===== src/rtl/sbpd_pkg.sv =====
// shared constants, types and band edge tables for the spectrum band peak detector
package sbpd_pkg;

	// frame geometry and sample widths
	localparam int BIN_COUNT  = 512;
	localparam int FFT_POINTS = 1024;
	localparam int AMP_WIDTH  = 24;

	localparam int BIN_W      = $clog2(BIN_COUNT);
	localparam int FFT_SHIFT  = $clog2(FFT_POINTS);
	localparam int RATE_W     = 17;
	localparam int BAND_W     = 4;
	localparam int EDGE_W     = 14;
	localparam int PROD_W     = BIN_W + RATE_W;

	// configuration register indexes
	localparam logic REG_BAND_MODE   = 1'b0;
	localparam logic REG_SAMPLE_RATE = 1'b1;

	// band table selection codes
	localparam logic [1:0] MODE_THREE = 2'd0;
	localparam logic [1:0] MODE_FOUR  = 2'd1;
	localparam logic [1:0] MODE_TEN   = 2'd2;

	localparam logic [1:0]        MODE_RESET = MODE_TEN;
	localparam logic [RATE_W-1:0] RATE_RESET = RATE_W'(44100);

	// one result beat
	typedef struct packed {
		logic [BAND_W-1:0]    band;
		logic [AMP_WIDTH-1:0] peak;
		logic                 done;
		logic                 last;
	} result_t;

	// number of bands in the selected table (unused code behaves as ten bands)
	function automatic logic [BAND_W-1:0] band_count(input logic [1:0] mode);
		logic [BAND_W-1:0] cnt;
		unique case (mode)
			MODE_THREE: cnt = BAND_W'(3);
			MODE_FOUR:  cnt = BAND_W'(4);
			default:    cnt = BAND_W'(10);
		endcase
		return cnt;
	endfunction

	// upper edge in Hz of a band, index clamped to the last band of the table
	function automatic logic [EDGE_W-1:0] band_edge(input logic [1:0] mode,
		input logic [BAND_W-1:0] band);
		logic [BAND_W-1:0] cnt;
		logic [BAND_W-1:0] idx;
		logic [EDGE_W-1:0] edge_hz;
		cnt = band_count(mode);
		idx = (band < cnt) ? band : cnt - BAND_W'(1);
		edge_hz = EDGE_W'(16000);
		unique case (mode)
			MODE_THREE: begin
				unique case (idx)
					BAND_W'(0): edge_hz = EDGE_W'(120);
					BAND_W'(1): edge_hz = EDGE_W'(1000);
					default:    edge_hz = EDGE_W'(16000);
				endcase
			end
			MODE_FOUR: begin
				unique case (idx)
					BAND_W'(0): edge_hz = EDGE_W'(120);
					BAND_W'(1): edge_hz = EDGE_W'(800);
					BAND_W'(2): edge_hz = EDGE_W'(2000);
					default:    edge_hz = EDGE_W'(16000);
				endcase
			end
			default: begin
				unique case (idx)
					BAND_W'(0): edge_hz = EDGE_W'(60);
					BAND_W'(1): edge_hz = EDGE_W'(120);
					BAND_W'(2): edge_hz = EDGE_W'(250);
					BAND_W'(3): edge_hz = EDGE_W'(355);
					BAND_W'(4): edge_hz = EDGE_W'(710);
					BAND_W'(5): edge_hz = EDGE_W'(1420);
					BAND_W'(6): edge_hz = EDGE_W'(2840);
					BAND_W'(7): edge_hz = EDGE_W'(5680);
					BAND_W'(8): edge_hz = EDGE_W'(11360);
					default:    edge_hz = EDGE_W'(16000);
				endcase
			end
		endcase
		return edge_hz;
	endfunction

endpackage


===== src/rtl/spectrum_band_peak_detector_unit.sv =====
// spectrum band peak detector: per-band peak of a stream of fft bin magnitudes
//
// usage:
//   input channel (in_valid / in_stall / bin_amplitude) takes one fft bin per beat,
//   bin 0 first; bin 0 only restarts the frame, bins 1 .. BIN_COUNT-1 are scored.
//   output channel (out_valid / out_stall / band_number, band_peak, frame_done,
//   last_of_run) gives one beat when a band closes and one for the last bin of a
//   frame (frame_done = 1); the last bin can give two beats.
//   configuration: cfg_wr_en with cfg_index / cfg_wr_data writes band_mode or
//   sample_rate_hz; write only while no beats are pending.
// timing:
//   an accepted bin is scored in the cycle it is accepted (bin frequency by one
//   bin-index times sample-rate multiply); its beats are registered into the result
//   buffer behind any waiting beats. one bin per cycle is sustained; the three-entry
//   result buffer stalls the input only while it holds two or more beats, which
//   happens when the receiver stalls or after a two-beat last bin.
// reset:
//   arst_n clears frame state and empties the result buffer, band_mode returns to ten
//   bands and sample_rate_hz to 44100. while out_stall is high, beats stay in the
//   buffer unchanged and the input stalls once two are waiting.
module spectrum_band_peak_detector_unit
	import sbpd_pkg::*;
(
	input  logic                 clk,
	input  logic                 arst_n,
	input  logic                 cfg_wr_en,
	input  logic                 cfg_index,
	input  logic [RATE_W-1:0]    cfg_wr_data,
	input  logic                 in_valid,
	output logic                 in_stall,
	input  logic [23:0]          bin_amplitude,
	output logic                 out_valid,
	input  logic                 out_stall,
	output logic [3:0]           band_number,
	output logic [23:0]          band_peak,
	output logic                 frame_done,
	output logic                 last_of_run
);

	// configuration registers
	logic [1:0]        band_mode_q;
	logic [RATE_W-1:0] sample_rate_q;

	// frame state
	logic [BIN_W-1:0]     bin_q;
	logic [BAND_W-1:0]    active_q;
	logic [BAND_W-1:0]    prior_q;
	logic [AMP_WIDTH-1:0] peak_q;

	// result buffer, entry 0 is the output register
	result_t    buf_q [3];
	logic [1:0] count_q;

	// scoring signals
	logic                 accept;
	logic                 pop;
	logic [AMP_WIDTH-1:0] amp;
	logic                 first_bin;
	logic                 close_band;
	logic                 last_bin;
	logic [AMP_WIDTH-1:0] new_peak;
	logic [PROD_W-1:0]    prod;
	logic [PROD_W-1:0]    freq;
	logic [EDGE_W-1:0]    edge_hz;
	logic                 advance;
	logic [1:0]           nres;
	result_t              res0;
	result_t              res1;
	logic [1:0]           base;
	result_t              buf_d [3];

	assign accept = in_valid && !in_stall;
	assign pop    = out_valid && !out_stall;
	assign amp    = bin_amplitude[AMP_WIDTH-1:0];

	// configuration writes
	always_ff @(posedge clk or negedge arst_n) begin
		if (!arst_n) begin
			band_mode_q   <= MODE_RESET;
			sample_rate_q <= RATE_RESET;
		end else if (cfg_wr_en) begin
			unique case (cfg_index)
				REG_BAND_MODE:   band_mode_q   <= cfg_wr_data[1:0];
				REG_SAMPLE_RATE: sample_rate_q <= cfg_wr_data;
				default:         band_mode_q   <= band_mode_q;
			endcase
		end
	end

	// bin scoring: peak update, band closing and band advance
	always_comb begin
		first_bin  = (bin_q == BIN_W'(1));
		close_band = !first_bin && (active_q != prior_q);
		last_bin   = (bin_q == BIN_W'(BIN_COUNT - 1));
		if (first_bin || close_band || amp > peak_q) begin
			new_peak = amp;
		end else begin
			new_peak = peak_q;
		end
		prod    = PROD_W'(bin_q) * PROD_W'(sample_rate_q);
		freq    = prod >> FFT_SHIFT;
		edge_hz = band_edge(band_mode_q, active_q);
		advance = ((active_q + BAND_W'(1)) < band_count(band_mode_q))
			&& (freq > PROD_W'(edge_hz));
	end

	// result beats caused by this bin
	always_comb begin
		res0 = '{band: prior_q, peak: peak_q, done: 1'b0, last: !last_bin};
		res1 = '{band: active_q, peak: new_peak, done: 1'b1, last: 1'b1};
		nres = 2'd0;
		if (bin_q != '0) begin
			if (close_band && last_bin) begin
				nres = 2'd2;
			end else if (close_band || last_bin) begin
				nres = 2'd1;
				if (!close_band) begin
					res0 = res1;
				end
			end
		end
		if (!accept) begin
			nres = 2'd0;
		end
	end

	// frame state update
	always_ff @(posedge clk or negedge arst_n) begin
		if (!arst_n) begin
			bin_q    <= '0;
			active_q <= '0;
			prior_q  <= '0;
			peak_q   <= '0;
		end else if (accept) begin
			if (bin_q == '0 || last_bin) begin
				bin_q    <= (bin_q == '0) ? BIN_W'(1) : '0;
				active_q <= '0;
				prior_q  <= '0;
				peak_q   <= '0;
			end else begin
				bin_q    <= bin_q + BIN_W'(1);
				active_q <= advance ? active_q + BAND_W'(1) : active_q;
				prior_q  <= active_q;
				peak_q   <= new_peak;
			end
		end
	end

	// result buffer: shift on pop, new beats land behind what remains
	always_comb begin
		base = count_q - {1'b0, pop};
		for (int i = 0; i < 3; i++) begin
			if (pop && i < 2) begin
				buf_d[i] = buf_q[i+1];
			end else begin
				buf_d[i] = buf_q[i];
			end
			if (nres != 2'd0 && 2'(i) == base) begin
				buf_d[i] = res0;
			end
			if (nres == 2'd2 && 2'(i) == base + 2'd1) begin
				buf_d[i] = res1;
			end
		end
	end

	always_ff @(posedge clk) begin
		for (int i = 0; i < 3; i++) begin
			buf_q[i] <= buf_d[i];
		end
	end

	always_ff @(posedge clk or negedge arst_n) begin
		if (!arst_n) begin
			count_q <= '0;
		end else begin
			count_q <= count_q - {1'b0, pop} + nres;
		end
	end

	// ports
	assign in_stall    = (count_q > 2'd1);
	assign out_valid   = (count_q != 2'd0);
	assign band_number = buf_q[0].band;
	assign band_peak   = buf_q[0].peak;
	assign frame_done  = buf_q[0].done;
	assign last_of_run = buf_q[0].last;

	// checks
	a_room_for_two: assert property (@(posedge clk) disable iff (!arst_n)
		accept |-> count_q <= 2'd1)
		else $error("bin accepted without room for two beats");

	a_frame_wrap: assert property (@(posedge clk) disable iff (!arst_n)
		accept && bin_q == BIN_W'(BIN_COUNT - 1) |=> bin_q == '0)
		else $error("frame did not restart after the last bin");

	a_done_is_last: assert property (@(posedge clk) disable iff (!arst_n)
		out_valid && frame_done |-> last_of_run)
		else $error("frame_done beat not marked last_of_run");

	a_bin_zero_silent: assert property (@(posedge clk) disable iff (!arst_n)
		accept && bin_q == '0 && !pop |=> count_q == $past(count_q))
		else $error("bin zero produced a beat");

endmodule


===== config.mk =====
export PLATFORM = sky130hd
export DESIGN_NAME = spectrum_band_peak_detector_unit
export DESIGN_NICKNAME = d
export VERILOG_FILES = /design/src/rtl/sbpd_pkg.sv /design/src/rtl/spectrum_band_peak_detector_unit.sv
export SDC_FILE = /design/constraint.sdc
export NUM_CORES = 1
export LEC_CHECK = 0
export CORE_AREA = 2 2 198 142
export DETAILED_ROUTE_END_ITERATION = 7
export DIE_AREA = 0 0 200 144
export DONT_BUFFER_PORTS = 1
export PLACE_DENSITY = 0.67
export SYNTH_ARGS = -nofsm -noshare
export SYNTH_HDL_FRONTEND = slang
export SYNTH_SLANG_ARGS = --single-unit

===== constraint.sdc =====
create_clock -name clk -period 8.7 [get_ports clk]
set_input_delay 0 -clock clk [delete_from_list [all_inputs] [get_ports clk]]
set_output_delay 0 -clock clk [all_outputs]
set_load 0.05 [all_outputs]

## Yosys cells after proc, flatten, opt, wreduce, memory -nomap -nowiden

Memories as Yosys holds them, arrays and structs flattened.
Index checks and enable logic that the tools add are counted.

- Register bits: 62
- RAM bits: 90
- Bits in read-only memories: 224
- Bits of input ports: 47
- Output and inout port bits: 32
- Word-level logic and storage cells: 92
- Memories: 2

- Add/subtract/negate cells: 6
- $mul: 1
- Order comparisons: 5
- Equality and inequality tests: 11
- Multiplexer cells: 28
- Bitwise operators: 1
- Reductions and logical operators: 31

Memory list:

| name | depth | width | rd ports | clocked after Yosys merged registers in | wr ports | line | text |
|---|---|---|---|---|---|---|---|
| (name not given) | 16 | 14 | 1 | 0 | 0 | sbpd_pkg.sv:73 | `unique case (idx)` |
| buf_q | 3 | 30 | 3 | 0 | 3 | spectrum_band_peak_detector_unit.sv:51 | `result_t buf_q [3];` |

Operators by type and width:

| cell | number |
|---|---|
| 30-bit 2-to-1 mux | 12 |
| 14-bit case mux with 2 select lines | 2 |
| 24-bit 2-to-1 mux | 2 |
| 14-bit case mux with 3 select lines | 1 |
| 9-bit by 17-bit multiplier with 26-bit output | 1 |
| 24-bit greater-than comparator | 1 |
| 16-bit by 14-bit greater-than comparator with 1-bit output | 1 |
| 4-bit 2-to-1 mux | 4 |
| 1-bit logical AND | 11 |
| 9-bit by 1-bit adder with 9-bit output (second input constant) | 1 |
| 9-bit by 1-bit equality test with 1-bit output (second input constant) | 1 |
| 9-bit equality test (second input constant) | 1 |
| 9-bit logical NOT | 1 |
| 9-bit 2-to-1 mux | 1 |
| 9-bit nonzero test | 1 |
| 4-bit less-than comparator | 2 |
| 4-bit case mux with 2 select lines | 1 |
| 2-bit logical NOT | 3 |
| 2-bit 2-to-1 mux | 3 |
| 2-bit AND reduction | 3 |
| 2-bit nonzero test | 3 |
| 4-bit by 1-bit adder with 4-bit output (second input constant) | 1 |
| 1-bit by 2-bit equality test with 1-bit output (first input constant) | 2 |
| 2-bit equality test (first input constant) | 2 |
| other kinds (15) | 22 |

## Logic depth before layout (Yosys ltp)

Gate-level depths: netlist (run 1).

- Depth after elaboration: 12
- Depth in mapped cells: 28
- Mapped depth without buffers: 27

## Least setup slack after synthesis (run 1)

Ideal clock, no wire load.

- Path type: reg-to-reg
- Start point: reg bin_q[2]
- End point: reg active_q[2]
- Library setup time: 0.087 ns
- Arrival time: 6.766 ns
- Slack: 1.848 ns
- Stages on the path, launching flop included: 27
- Cell sequence: dfrtp_1 -> clkbuf_1 -> clkbuf_1 -> nand2_1 -> fa_1 -> inv_1 -> fa_1 -> fa_1 -> inv_1 -> fa_1 -> inv_1 -> ha_1 -> a21o_1 -> a21o_1 -> a31oi_2 -> a21oi_2 -> or3_2 -> a21oi_1 -> xnor2_1 -> ha_1 -> nand4_1 -> o211a_1 -> a221oi_1 -> a31oi_1 -> a2111o_1 -> or4_1 -> o211ai_1

- Cells in the longest elaborated chain, start to end: 5

Ends and longest elaborated chain:

| element | line | text |
|---|---|---|
| start, declared | spectrum_band_peak_detector_unit.sv:45 | `logic [BIN_W-1:0] bin_q;` |
| start signal, assigned | spectrum_band_peak_detector_unit.sv:136 | `bin_q <= (bin_q == '0) ? BIN_W'(1) : '0;` |
| start signal, assigned | spectrum_band_peak_detector_unit.sv:141 | `bin_q <= bin_q + BIN_W'(1);` |
| 9-bit by 17-bit multiplier with 26-bit output | spectrum_band_peak_detector_unit.sv:100 | `prod = PROD_W'(bin_q) * PROD_W'(sample_rate_q);` |
| 16-bit by 14-bit greater-than comparator with 1-bit output | spectrum_band_peak_detector_unit.sv:104 | `&& (freq > PROD_W'(edge_hz));` |
| 1-bit logical AND | spectrum_band_peak_detector_unit.sv:104 |  |
| 2-bit nonzero test (no source line) | - |  |
| 2-bit AND reduction (no source line) | - |  |
| end signal, assigned | spectrum_band_peak_detector_unit.sv:142 | `active_q <= advance ? active_q + BAND_W'(1) : active_q;` |
| end, declared | spectrum_band_peak_detector_unit.sv:46 | `logic [BAND_W-1:0] active_q;` |

Several ways; a longest one is shown, not always the timed one.
A chain may end at the register's enable or synchronous reset.

## Worst setup path in the final report (run 1)

Ends and elaborated chain as after synthesis.

==> results of run 1 <==
==> flip-flops by register name, summed over array words and instances, names as in the netlist <==
register	flops
sample_rate_q	17
prior_q	4
active_q	4
count_q	2
buf_q	90
peak_q	24
bin_q	9
band_mode_q	2
==> synth_stat cells (7+ instances only) <==
| library cell | count | share of area, % |
|---|---|---|
| and2_1 | 84 | 3.9 |
| a22o_1 | 57 | 3.7 |
| inv_1 | 169 | 4.7 |
| xor2_1 | 14 | 0.91 |
| mux2i_1 | 28 | 2.1 |
| nor3_1 | 9 | 0.33 |
| mux2_2 | 18 | 1.5 |
| nand2_1 | 154 | 4.3 |
| dfstp_2 | 7 | 1.4 |
| nor2b_1 | 11 | 0.51 |
| dfrtp_1 | 55 | 10 |
| o22ai_1 | 57 | 2.6 |
| a21oi_1 | 89 | 3.3 |
| xnor2_1 | 10 | 0.65 |
| clkbuf_1 | 67 | 1.9 |
| o21ai_0 | 44 | 1.6 |
| edfxtp_1 | 84 | 19 |
| fa_1 | 105 | 16 |
| buf_4 | 29 | 1.6 |
| nor2_1 | 85 | 2.4 |
| nand2b_1 | 8 | 0.37 |
| buf_2 | 12 | 0.44 |
| a21o_1 | 24 | 1.3 |
| nand4_1 | 15 | 0.69 |
| nand3_1 | 22 | 0.81 |
| ha_1 | 103 | 9.5 |
==> cell type report <==
class | instances | share of cell area [%]
sequential | 152 | 28.6
tap | 371 | 3.16
inverter | 169 | 4.32
clock inverter | 15 | 1.25
multi-input combinational | 1008 | 55.6
timing repair buffer | 62 | 4.11
clock buffer | 17 | 2.90
antenna | 1 | 0.0171
==> report_power, final <==
part	leakage [µW]	total (µW)	internal, µW	switching (µW)
Sequential	0.00163	1520	1050	470
Clock	0.000291	784	435	349
Combinational	0.00489	2690	1040	1640
Total	0.00681	4990	2530	2460
==> through the flow <==
stage               setup slack (ns)  std cells  util [%]  power [µW]
detailed placement              1.26       1714      50.0        4150
global placement                1.28       1714      50.0        4070
floorplan                       1.85       1443         -        3530
global route                   0.665       1795      54.1        5440
finish                          1.09       1795      54.1        4990
CTS                             1.18       1794      54.1        4980
==> layer usage <==
| metal | GRT usage [%] | up-vias | wire length [µm] |
|---|---|---|---|
| met5 | 0 | - | 0 |
| met4 | 5.81 | 0 | 278 |
| met3 | 4.69 | 19 | 2470 |
| met2 | 36.5 | 363 | 14600 |
| met1 | 37.6 | 5116 | 16600 |
| li1 | - | 4809 | - |
==> worst max-delay path: stages (launching register included) <==
cell	delay, ns
dfrtp_1	0.85
nand2_1	0.17
fa_1	0.58
inv_1	0.06
fa_1	0.49
inv_1	0.05
fa_1	0.48
fa_1	0.55
inv_1	0.04
ha_1	0.29
a211oi_1	0.33
o41ai_2	0.17
a31oi_2	0.39
a21oi_2	0.15
or3_2	0.50
a21oi_1	0.21
xnor2_1	0.09
ha_1	0.28
nand4_1	0.13
o211a_1	0.25
a221oi_1	0.37
a31oi_1	0.08
a2111o_1	0.49
or4_1	0.41
o211ai_1	0.10
==> cells by family after synthesis <==
logic type,after synthesis,synth area share [%]
compound gates,311,15.1
xor+xnor,24,1.55
fa+ha+maj,208,25.0
buf+inv,283,8.87
flops,152,31.0
mux,46,3.57
simple gates,419,14.9
==> final timing paths <==
kind                                                start                       endpoint  slack, ns  cells past startpoint
worst max-delay path                 bin_q[2]$_DFFE_PN0P_        active_q[2]$_DFFE_PN0P_       1.09                     24
worst min-delay path                             in_valid         prior_q[1]$_DFFE_PN0P_       0.14                      2
worst max register to register       bin_q[2]$_DFFE_PN0P_        active_q[2]$_DFFE_PN0P_       1.09                     24
worst min register to register  buf_q[0][60]$_SDFFE_PP1P_      buf_q[0][60]$_SDFFE_PP1P_       0.48                      2
max in group asynchronous                          arst_n  sample_rate_q[15]$_DFFE_PN1P_       8.20                      2
min in group asynchronous                          arst_n         peak_q[13]$_DFFE_PN0P_       0.17                      2
==> results by group, run 1 <==
Outcome
  • Outcome: complete, no violations

Power
  • Power Density: ~340 nW/µm²
  • Lkg Pwr: 0.00681 µW
  • VDD IR max: 0.158 mV

Die
  • Area of the core: 27,100 µm²
  • Die height: 144 µm
  • # IOs: between 70 and 80
  • Die W: 200 µm
  • Starting Density: 49.9%
  • DIE AREA: between 20,000 and 30,000 µm²
  • Row cnt: 51

Worst setup path
  • Arr. time, crit path: ~8 ns
  • Worst setup path category: register to register
  • Worst setup SP type: register
  • CP required: 9.05 ns
  • Setup crit end kind: register
  • Largest fanout on the critical path: 23

Clock network
  • Number of hold buffers added after cts: 48
  • CTS clk-pin slew, worst paths: 0.07 ns
  • Sink Count: 152
  • H-Tree Depth: 4
  • Worst skew pair latency: 0.44 ns
  • Root Buffer: clkbuf_16
  • TritonCTS clock tree: built
  • Cts bufs inserted: 17
  • Maximum root-to-sink buffer count: 2
  • Cts repair resizes: 0
  • Setup Fix Bufs, Post-CTS: 0

Run
  • Max-cap violation count: 0

Final layout
  • # nets final: 1,665
  • Commonest non-fill, non-tap cell in the layout: inv_1
  • Multi-input logic area: ~8000 µm²
  • Fillers: 2,340
  • Register area: 4200 µm²
  • Final design area excluding fillers: 14,700 µm²
  • Area growth from synthesis to layout: 8.39%
  • Ratio of cells with drive above 1 in the final layout: 6.96%
  • Commonest cells after routing, fill and taps aside: 169 x inv_1, 154 x nand2_1, 105 x fa_1

Timing
  • Highest Clock Rate: 131 MHz
  • Final Hold Fails: 0
  • Worst slew pin tran: 1.21 ns
  • Part of the cycle the worst path needs: 87.4%
  • Clk_skew: 0.00874 ns
  • Unrepaired setup endpoints after global routing: no
  • Slew Limit Fails: 0
  • Worst rel slew slack: 19.5%
  • Final hold slack: 0.136 ns
  • Final setup vio count: 0
  • Min cycle time layout: around 7.6 ns
  • Setup TNS: 0 ns

Synthesis
  • Synth Instances: 1,443
  • Ys async rst share: 40.8%
  • Mapped Nets: about 1,700
  • Dominant register cell in the synthesized netlist: edfxtp_1
  • Number of synthesized flops with an enable pin: 84
  • Synthesized area: 13,500 µm²
  • Unique masters post-synth: 62
  • Mapped Avg Cell Area: approximately 9.4 µm²
  • Seq/Total Area, Yosys: a little under a third
  • FF+latch count, synth: 152
  • YS warnings: 0

Global routing
  • Largest net degree at the start of global routing: 63
  • Total grt overflow: 0
  • Vias in the first global route: 10,300
  • Antenna violations before repair: 1
  • First-pass GRT wire length: roughly 55,000 µm
  • Total track usage: 24.8%

Placed design
  • IO buf count: 0
  • RePlAce Congestion: 0.891
  • DP Area: 13,600 µm²
  • HPWL after detailed placement: about 23,000 µm

Routing
  • Vias: ~10,000
  • Drt wl/cell: 18.9 µm
  • Routed WL: 33,900 µm
  • Drt drc: 0
  • DR iter-0 viols: 879
  • Post-route ant nets: 0
  • Vias/cell: 5.74
  • Router iterations before antenna repair: 7

Worst hold path
  • Tightest Hold Check Type: primary input to register
(Power assumes the default switching activity.)
==> run 2: changes to the inputs <==
BUFFER_PORTS_ARGS = -buffer_cell sky130_fd_sc_hd__buf_2   (was not set)
DONT_BUFFER_PORTS = not set   (was 1)
PLACE_DENSITY = 0.7   (was 0.67)
==> run 2 against run 1 <==
  * Utilization up 1.2 points
  * Via count grew 3.0%
  * Sequential share of layout area fell by 0.63 points
  * Count of clock-buffer cells in the layout is the same
  * Critical endpoint unchanged
  * Largest cell class unchanged
  * Highest routed layer unchanged
==> results by group, run 2 (synthesis results as in run 1) <==
Outcome
  • Outcome: complete, no violations

Timing
  • Final setup vio count: 0 (unchanged)
  • Worst slew pin tran: 1.18 ns (-0.0238 ns)
  • Highest Clock Rate: 131 MHz (-0.23%)
  • Part of the cycle the worst path needs: 87.6% (+0.20 points)
  • Clk_skew: 0.0115 ns (+0.00279 ns)
  • Worst rel slew slack: 21.1% (+1.6 points)
  • Min cycle time layout: 7.62 ns (+0.0173 ns)
  • Final Hold Fails: 0 (unchanged)
  • Unrepaired setup endpoints after global routing: no
  • Slew Limit Fails: 0 (unchanged)
  • Setup TNS: 0 ns (unchanged)

Final layout
  • Area growth from synthesis to layout: 10.8%
  • Commonest non-fill, non-tap cell in the layout: inv_1
  • Layout Cells excl Fill: 1,870 (+4.2%)
  • # nets final: 1,740 (+4.5%)
  • Commonest cells after routing, fill and taps aside: 169 x inv_1, 154 x nand2_1, 105 x fa_1
  • Max reg flops: 90 (unchanged)
  • Ratio of cells with drive above 1 in the final layout: 11.7% (+4.8 points)
  • Reg with most FFs: buf_q
  • Top Registers: buf_q x90, peak_q x24, sample_rate_q x17

Power
  • Clock share of power: 15.2% (-0.5 points)
  • Lkg Pwr: 0.00710 µW (+4.3%)
  • Seq pwr share: 25.8% (-4.6 points)
  • P_sw: 2490 µW (+1.1%)
  • Net Sw Frac: 49.7% (+0.32 points)
  • Combinational Power Share: 59.0% (+5.1 points)
  • VDD IR max: 0.212 mV (+34%)
  • Power Density: 334 nW/µm² (-1.8%)
  • Int Pwr: 2520 µW (-0.22%)

Clock network
  • Cts bufs inserted: 17 (unchanged)
  • TritonCTS clock tree: built
  • Sink Count: 152 (unchanged)
  • Worst skew pair latency: 0.44 ns (about the same)
  • Root Buffer: clkbuf_16
  • Maximum root-to-sink buffer count: 2 (unchanged)
  • CTS clk-pin slew, worst paths: 0.08 ns (about the same)
  • Setup Fix Bufs, Post-CTS: 0 (unchanged)
  • H-Tree Depth: 4 (unchanged)

Global routing
  • Vias in the first global route: 10,600 (+2.5%)
  • Total track usage: 24.5% (-0.34 points)
  • First-pass GRT wire length: 55,100 µm (-0.44%)
  • Total grt overflow: 0 (unchanged)
  • Largest net degree at the start of global routing: 63 (unchanged)
  • Antenna violations before repair: 0 (-1)

Worst setup path
  • Worst stage delay on the critical path: 0.88 ns (+0.03 ns)
  • Buffers and inverters on the worst path: 3 (unchanged)
  • CP dominant cell by count: fa_1
  • Worst setup SP type: register
  • Worst setup path category: register to register
  • Setup crit end kind: register
  • Top delay family on crit path: adder cells
  • Largest fanout on the critical path: 23 (unchanged)
  • Slowest cell on crit path: dfrtp_1
  • CP required: 9.06 ns (about the same)
  • Worst r2r src: bin_q[2]$_DFFE_PN0P_
  • Cell chain of the critical path: nand2_1 -> fa_1 -> inv_1 -> fa_1 -> inv_1 -> fa_1 -> fa_1 -> inv_1 -> ha_1 -> a211oi_1 -> o41ai_2 -> a31oi_2 -> a21oi_2 -> or3_2 -> a21oi_1 -> xnor2_1 -> ha_1 -> nand4_1 -> o211a_1 -> a221oi_1 -> a31oi_1 -> a2111o_1 -> or4_1 -> o211ai_1
  • Worst Reg-to-Reg Cells: 24 (unchanged)
  • Reg2Reg Setup Slack: 1.08 ns (-0.02 ns)
  • Arr. time, crit path: 7.98 ns (+0.03 ns)
  • Reg2Reg Capture Point: active_q[2]$_DFFE_PN0P_

Worst hold path
  • Tightest Hold Check Type: primary input to register
  • WHS Endpoint: bin_q[0]$_DFFE_PN0P_
  • Hold Path Stages: 4 (+2)
  • Hold Startpoint: in_valid

Die
  • Area of the core: 27,100 µm² (unchanged)
  • # IOs: 79 (unchanged)
  • Row cnt: 51 (unchanged)
  • DIE AREA: 28,800 µm² (unchanged)
  • Die height: 144 µm (unchanged)
  • Die W: 200 µm (unchanged)
  • Starting Density: 49.9% (unchanged)

Routing
  • Drt wl/cell: 18.0 µm (-5.0%)
  • Vias: 10,600 (+3.0%)
  • Vias/cell: 5.68 (-1.2%)
  • Routed WL: 33,600 µm (-1.0%)
  • Router iterations before antenna repair: 5 (-2)
  • Post-route ant nets: 0 (unchanged)
  • Drt drc: 0 (unchanged)
  • DR iter-0 viols: 893 (+1.6%)

Placed design
  • IO buf count: 78 (+78)
  • HPWL after detailed placement: 23,200 µm (+0.16%)
  • RePlAce Congestion: 0.828 (-7.1%)
  • Placed Instances: 1,792 (+4.6%)

Run
  • Max-cap violation count: 0 (unchanged)
-- run 2: cell types whose count changed in the layout (fill, tap and decap cells not counted), sizes merged --
| cell | previous run | this run |
|---|---|---|
| clkinv | 3 | 4 |
| clkinvlp | 3 | 0 |
| inv | 176 | 180 |
| dlygate4sd3 | 47 | 45 |
| bufinv | 2 | 0 |
| buf | 15 | 92 |
-- run 2: power groups by stage --
stage,clock (µW),combinational (µW),sequential (µW)
finish,761,2950,1290
global route,797,3320,1320
CTS,772,2940,1290
detailed placement,0,2890,1300
global placement,0,2820,1290
floorplan,0,2360,1170
-- run 2: tightest hold or removal path, cell delays in order --
cell and delay, ns:
buf_2 0.11, nor2b_1 0.24, nand2_1 0.09, o21ai_0 0.06
-- run 2: worst max-delay path by stage --
stage / end / from / cells after the start / slack (ns)
finish: active_q[2]$_DFFE_PN0P_ / bin_q[2]$_DFFE_PN0P_ / 24 / 1.08
floorplan: active_q[2]$_DFFE_PN0P_ / bin_q[2]$_DFFE_PN0P_ / 26 / 1.85
CTS: active_q[2]$_DFFE_PN0P_ / bin_q[2]$_DFFE_PN0P_ / 24 / 1.10
detailed placement: active_q[2]$_DFFE_PN0P_ / bin_q[2]$_DFFE_PN0P_ / 24 / 1.16
global route: active_q[2]$_DFFE_PN0P_ / bin_q[2]$_DFFE_PN0P_ / 25 / 0.74
global placement: active_q[2]$_DFFE_PN0P_ / bin_q[2]$_DFFE_PN0P_ / 26 / 1.30
-- run 2: metrics by stage --
stage	total power (µW)	hold WS (ns)	worst slack (ns)	area, µm²	util [%]
6_report	5010	0.103	1.08	15000	55.3
5_1_grt	5450	0.146	0.743	15000	55.3
4_1_cts	5000	0.0938	1.10	15000	55.3
3_5_place_dp	4190	0.236	1.16	14000	51.5
3_3_place_gp	4110	0.231	1.30	14000	51.5
2_1_floorplan	3530	-0.296	1.85	13500	-
-- run 2: final cells by class --
class / count / area (µm²)
Sequential cell: 152 / 4200
Fill cell: 2335 / 12100
Timing Repair Buffer: 137 / 946
Clock buffer: 17 / 425
Tap cell: 371 / 464
Multi-Input combinational cell: 1008 / 8160
Clock inverter: 15 / 171
Antenna cell: 1 / 2.50
Inverter: 169 / 634
-- run 2: repair_timing --
| item | in CTS | in global routing |
|---|---|---|
| gates resized for setup | 0 | 0 |
| hold endpoints to repair | 122 | 0 |
| hold buffers | 45 | 0 |
-- run 2: layer usage --
layer	vias to the layer above	part of all wire, %	wire, µm	global-route usage, %
met5	-	0	0	0
met3	36	6.7	2240	2.61
li1	4954	-	-	-
met4	0	1.5	509	7.17
met2	371	44	14700	36.9
met1	5253	48	16200	37.2
==> run 3: changes to the inputs <==
ABC_CLOCK_PERIOD_IN_PS = 7400   (was not set)
PLACE_DENSITY = not set   (was 0.7)
PLACE_DENSITY_LB_ADDON = 0.12   (was not set)
clock period = 7.4 ns   (was 8.7 ns; I/O delays follow)
==> run 3 against run 2 <==
  * Critical path type unchanged
  * Utilization rose by 0.74 points
  * Register-to-register slack lost 0.73 ns
  * Clock skew increased by 0.0035 ns
  * Clock power up 16%
  * Sequential cell count stayed put
  * Non-clock buffer count up 19
  * Combinational power grew 23%
  * Cell count rose by 0.96%
  * First-iteration DRC count decreased by 5.0%
  * Global-route usage up 1.3 points
  * Sequential share of layout area fell by 0.20 points
  * Cell area is 1.3% higher
==> results by group, run 3 (synthesis results as in run 1) <==
Outcome
  • Outcome: complete, no violations

Timing
  • Min cycle time layout: 7.06 ns (-0.566 ns)
  • Clk_skew: 0.0150 ns (+0.00350 ns)
  • Worst slew pin tran: 0.958 ns (-0.225 ns)
  • Final hold slack: 0.00711 ns (-0.0960 ns)
  • Final setup vio count: 0 (unchanged)
  • Part of the cycle the worst path needs: 95.4% (+7.7 points)
  • Highest Clock Rate: 142 MHz (+8.0%)
  • Final Hold Fails: 0 (unchanged)
  • Slack of the critical path: 0.344 ns (-0.734 ns)
  • Worst rel slew slack: 36.1% (+15 points)
  • Slew Limit Fails: 0 (unchanged)

Clock network
  • CTS clk-pin slew, worst paths: 0.08 ns (about the same)
  • Worst skew pair latency: 0.43 ns (about the same)
  • Maximum root-to-sink buffer count: 2 (unchanged)
  • H-Tree Depth: 4 (unchanged)
  • Cts bufs inserted: 17 (unchanged)
  • Sink Count: 152 (unchanged)
  • Root Buffer: clkbuf_16
  • TritonCTS clock tree: built

Die
  • Die W: 200 µm (unchanged)
  • Die height: 144 µm (unchanged)
  • # IOs: 79 (unchanged)
  • Row cnt: 51 (unchanged)
  • DIE AREA: 28,800 µm² (unchanged)
  • Starting Density: 49.9% (unchanged)
  • Area of the core: 27,100 µm² (unchanged)

Power
  • Clock share of power: 14.7% (-0.5 points)
  • Int Pwr: 3030 µW (+20%)
  • Seq pwr share: 24.8% (-1.0 points)
  • Lkg Pwr: 0.00720 µW (+1.4%)
  • Power Density: 395 nW/µm² (+18%)
  • VDD IR max: 0.310 mV (+46%)
  • Net Sw Frac: 49.5% (-0.17 points)
  • P_sw: 2970 µW (+19%)
  • Combinational Power Share: 60.5% (+1.5 points)

Routing
  • Vias: 10,600 (-0.39%)
  • Post-route ant nets: 0 (unchanged)
  • Drt wl/cell: 18.7 µm (+4.0%)
  • Drt drc: 0 (unchanged)
  • DR iter-0 viols: 848 (-5.0%)
  • Router iterations before antenna repair: 6 (+1)
  • Routed WL: 35,300 µm (+5.0%)
  • Vias/cell: 5.60 (-1.3%)

Placed design
  • RePlAce Congestion: 0.862 (+4.2%)
  • Pre-CTS setup slack: 0.0924 ns (-1.07 ns)
  • IO buf count: 78 (unchanged)
  • HPWL after detailed placement: 24,300 µm (+4.8%)
  • DP Area: 14,000 µm² (+0.65%)

Final layout
  • Multi-input logic area: 8200 µm² (+0.55%)
  • N_diodes: 0 (-1)
  • Max reg flops: 90 (unchanged)
  • Final design area excluding fillers: 15,200 µm² (+1.3%)
  • Commonest cells after routing, fill and taps aside: 169 x inv_1, 153 x nand2_1, 105 x fa_1
  • Top Registers: buf_q x90, peak_q x24, sample_rate_q x17
  • Reg with most FFs: buf_q
  • Ratio of cells with drive above 1 in the final layout: 13.8% (+2.0 points)
  • # nets final: 1,759 (+1.1%)
  • Register area: 4230 µm² (+0.60%)
  • Finished Core Util: 56.1% (+0.74 points)
  • Commonest non-fill, non-tap cell in the layout: inv_1
  • Fillers: 2,404 (+3.0%)
  • Area growth from synthesis to layout: 12.3%

Global routing
  • Largest net degree at the start of global routing: 63 (unchanged)
  • Total track usage: 25.7% (+1.3 points)
  • Total grt overflow: 0 (unchanged)
  • Vias in the first global route: 10,100 (-4.3%)
  • Antenna violations before repair: 1 (+1)
  • First-pass GRT wire length: 56,500 µm (+2.6%)

Worst setup path
  • Worst stage delay on the critical path: 0.56 ns (-0.32 ns)
  • CP dominant cell by count: fa_1
  • Setup crit end kind: register
  • Worst setup path category: register to register
  • Arr. time, crit path: 7.41 ns (-0.57 ns)
  • Largest fanout on the critical path: 11 (-52%)
  • Slowest cell on crit path: dfrtp_4
  • Worst setup SP type: register
  • CP required: 7.75 ns (-1.31 ns)

Worst hold path
  • Tightest Hold Check Type: primary input to register

Run
  • Max-cap violation count: 0 (unchanged)
## run 3: cell count changes in the layout (fill, tap and decap cells not counted), sizes merged
cell,delta
inv,-4
buf,+20
diode,-1
clkbuf,+1
bufinv,+1
dlygate4sd3,-1
clkinv,+2
## run 3: power groups by stage
| stage | combinational, µW | clock [µW] | sequential (µW) |
|---|---|---|---|
| after detailed placement | 3500 | 0 | 1510 |
| after global placement | 3460 | 0 | 1500 |
| after CTS | 3550 | 896 | 1490 |
| final | 3630 | 883 | 1490 |
| after global routing | 4100 | 930 | 1530 |
| after floorplan | 2780 | 0 | 1370 |
## run 3: what timing repair did
item / CTS / global route
endpoints found under the hold margin: 122 / 0
setup buffers: 0 / 9
gates resized for setup: 0 / 19
hold buffers: 44 / 0
endpoints found under the setup margin: 0 / 4
## run 3: cell type report
class	count	area share, %
clock inverters	14	0.905
multi-input cells	1008	53.9
well taps	371	3.05
clock buffers	18	2.89
repair buffers	156	7.23
inverters	169	4.17
flip-flops and latches	152	27.8
## run 3: path summary, 6_finish.rpt
path | start | endpoint | slack (ns) | depth (start not counted)
setup / recovery | bin_q[5]$_DFFE_PN0P_ | active_q[2]$_DFFE_PN0P_ | 0.34 | 25
hold / removal | cfg_index | band_mode_q[0]$_DFFE_PN0P_ | 0.007 | 3
setup reg to reg | bin_q[5]$_DFFE_PN0P_ | active_q[2]$_DFFE_PN0P_ | 0.34 | 25
hold reg to reg | buf_q[0][60]$_SDFFE_PP1P_ | buf_q[0][60]$_SDFFE_PP1P_ | 0.48 | 2
max in group asynchronous | arst_n | bin_q[3]$_DFFE_PN0P_ | 6.31 | 3
min in group asynchronous | arst_n | peak_q[10]$_DFFE_PN0P_ | 0.33 | 3
## run 3: worst max-delay path, delay by kind of cell (launching register included)
family | cells | cell delay [ns]
fa+ha+maj | 6 | 2.70
compound gates | 11 | 2.55
simple gates | 4 | 0.76
flops | 1 | 0.56
buf+inv | 3 | 0.25
xor+xnor | 1 | 0.14
## run 3: metal layers
metal,share of wire (%),global-route usage [%]
met5,0,0
met4,0.96,5.03
met3,7.2,4.43
met2,41,36.1
met1,51,41.1
## run 3: through the flow
| step | power [µW] | std cells | setup TNS (ns) |
|---|---|---|---|
| global placement | 4960 | 1803 | 0 |
| global route | 6560 | 1888 | -0.00253 |
| floorplan | 4150 | 1443 | 0 |
| detailed placement | 5010 | 1803 | 0 |
| finish | 6000 | 1888 | 0 |
| CTS | 5940 | 1879 | 0 |
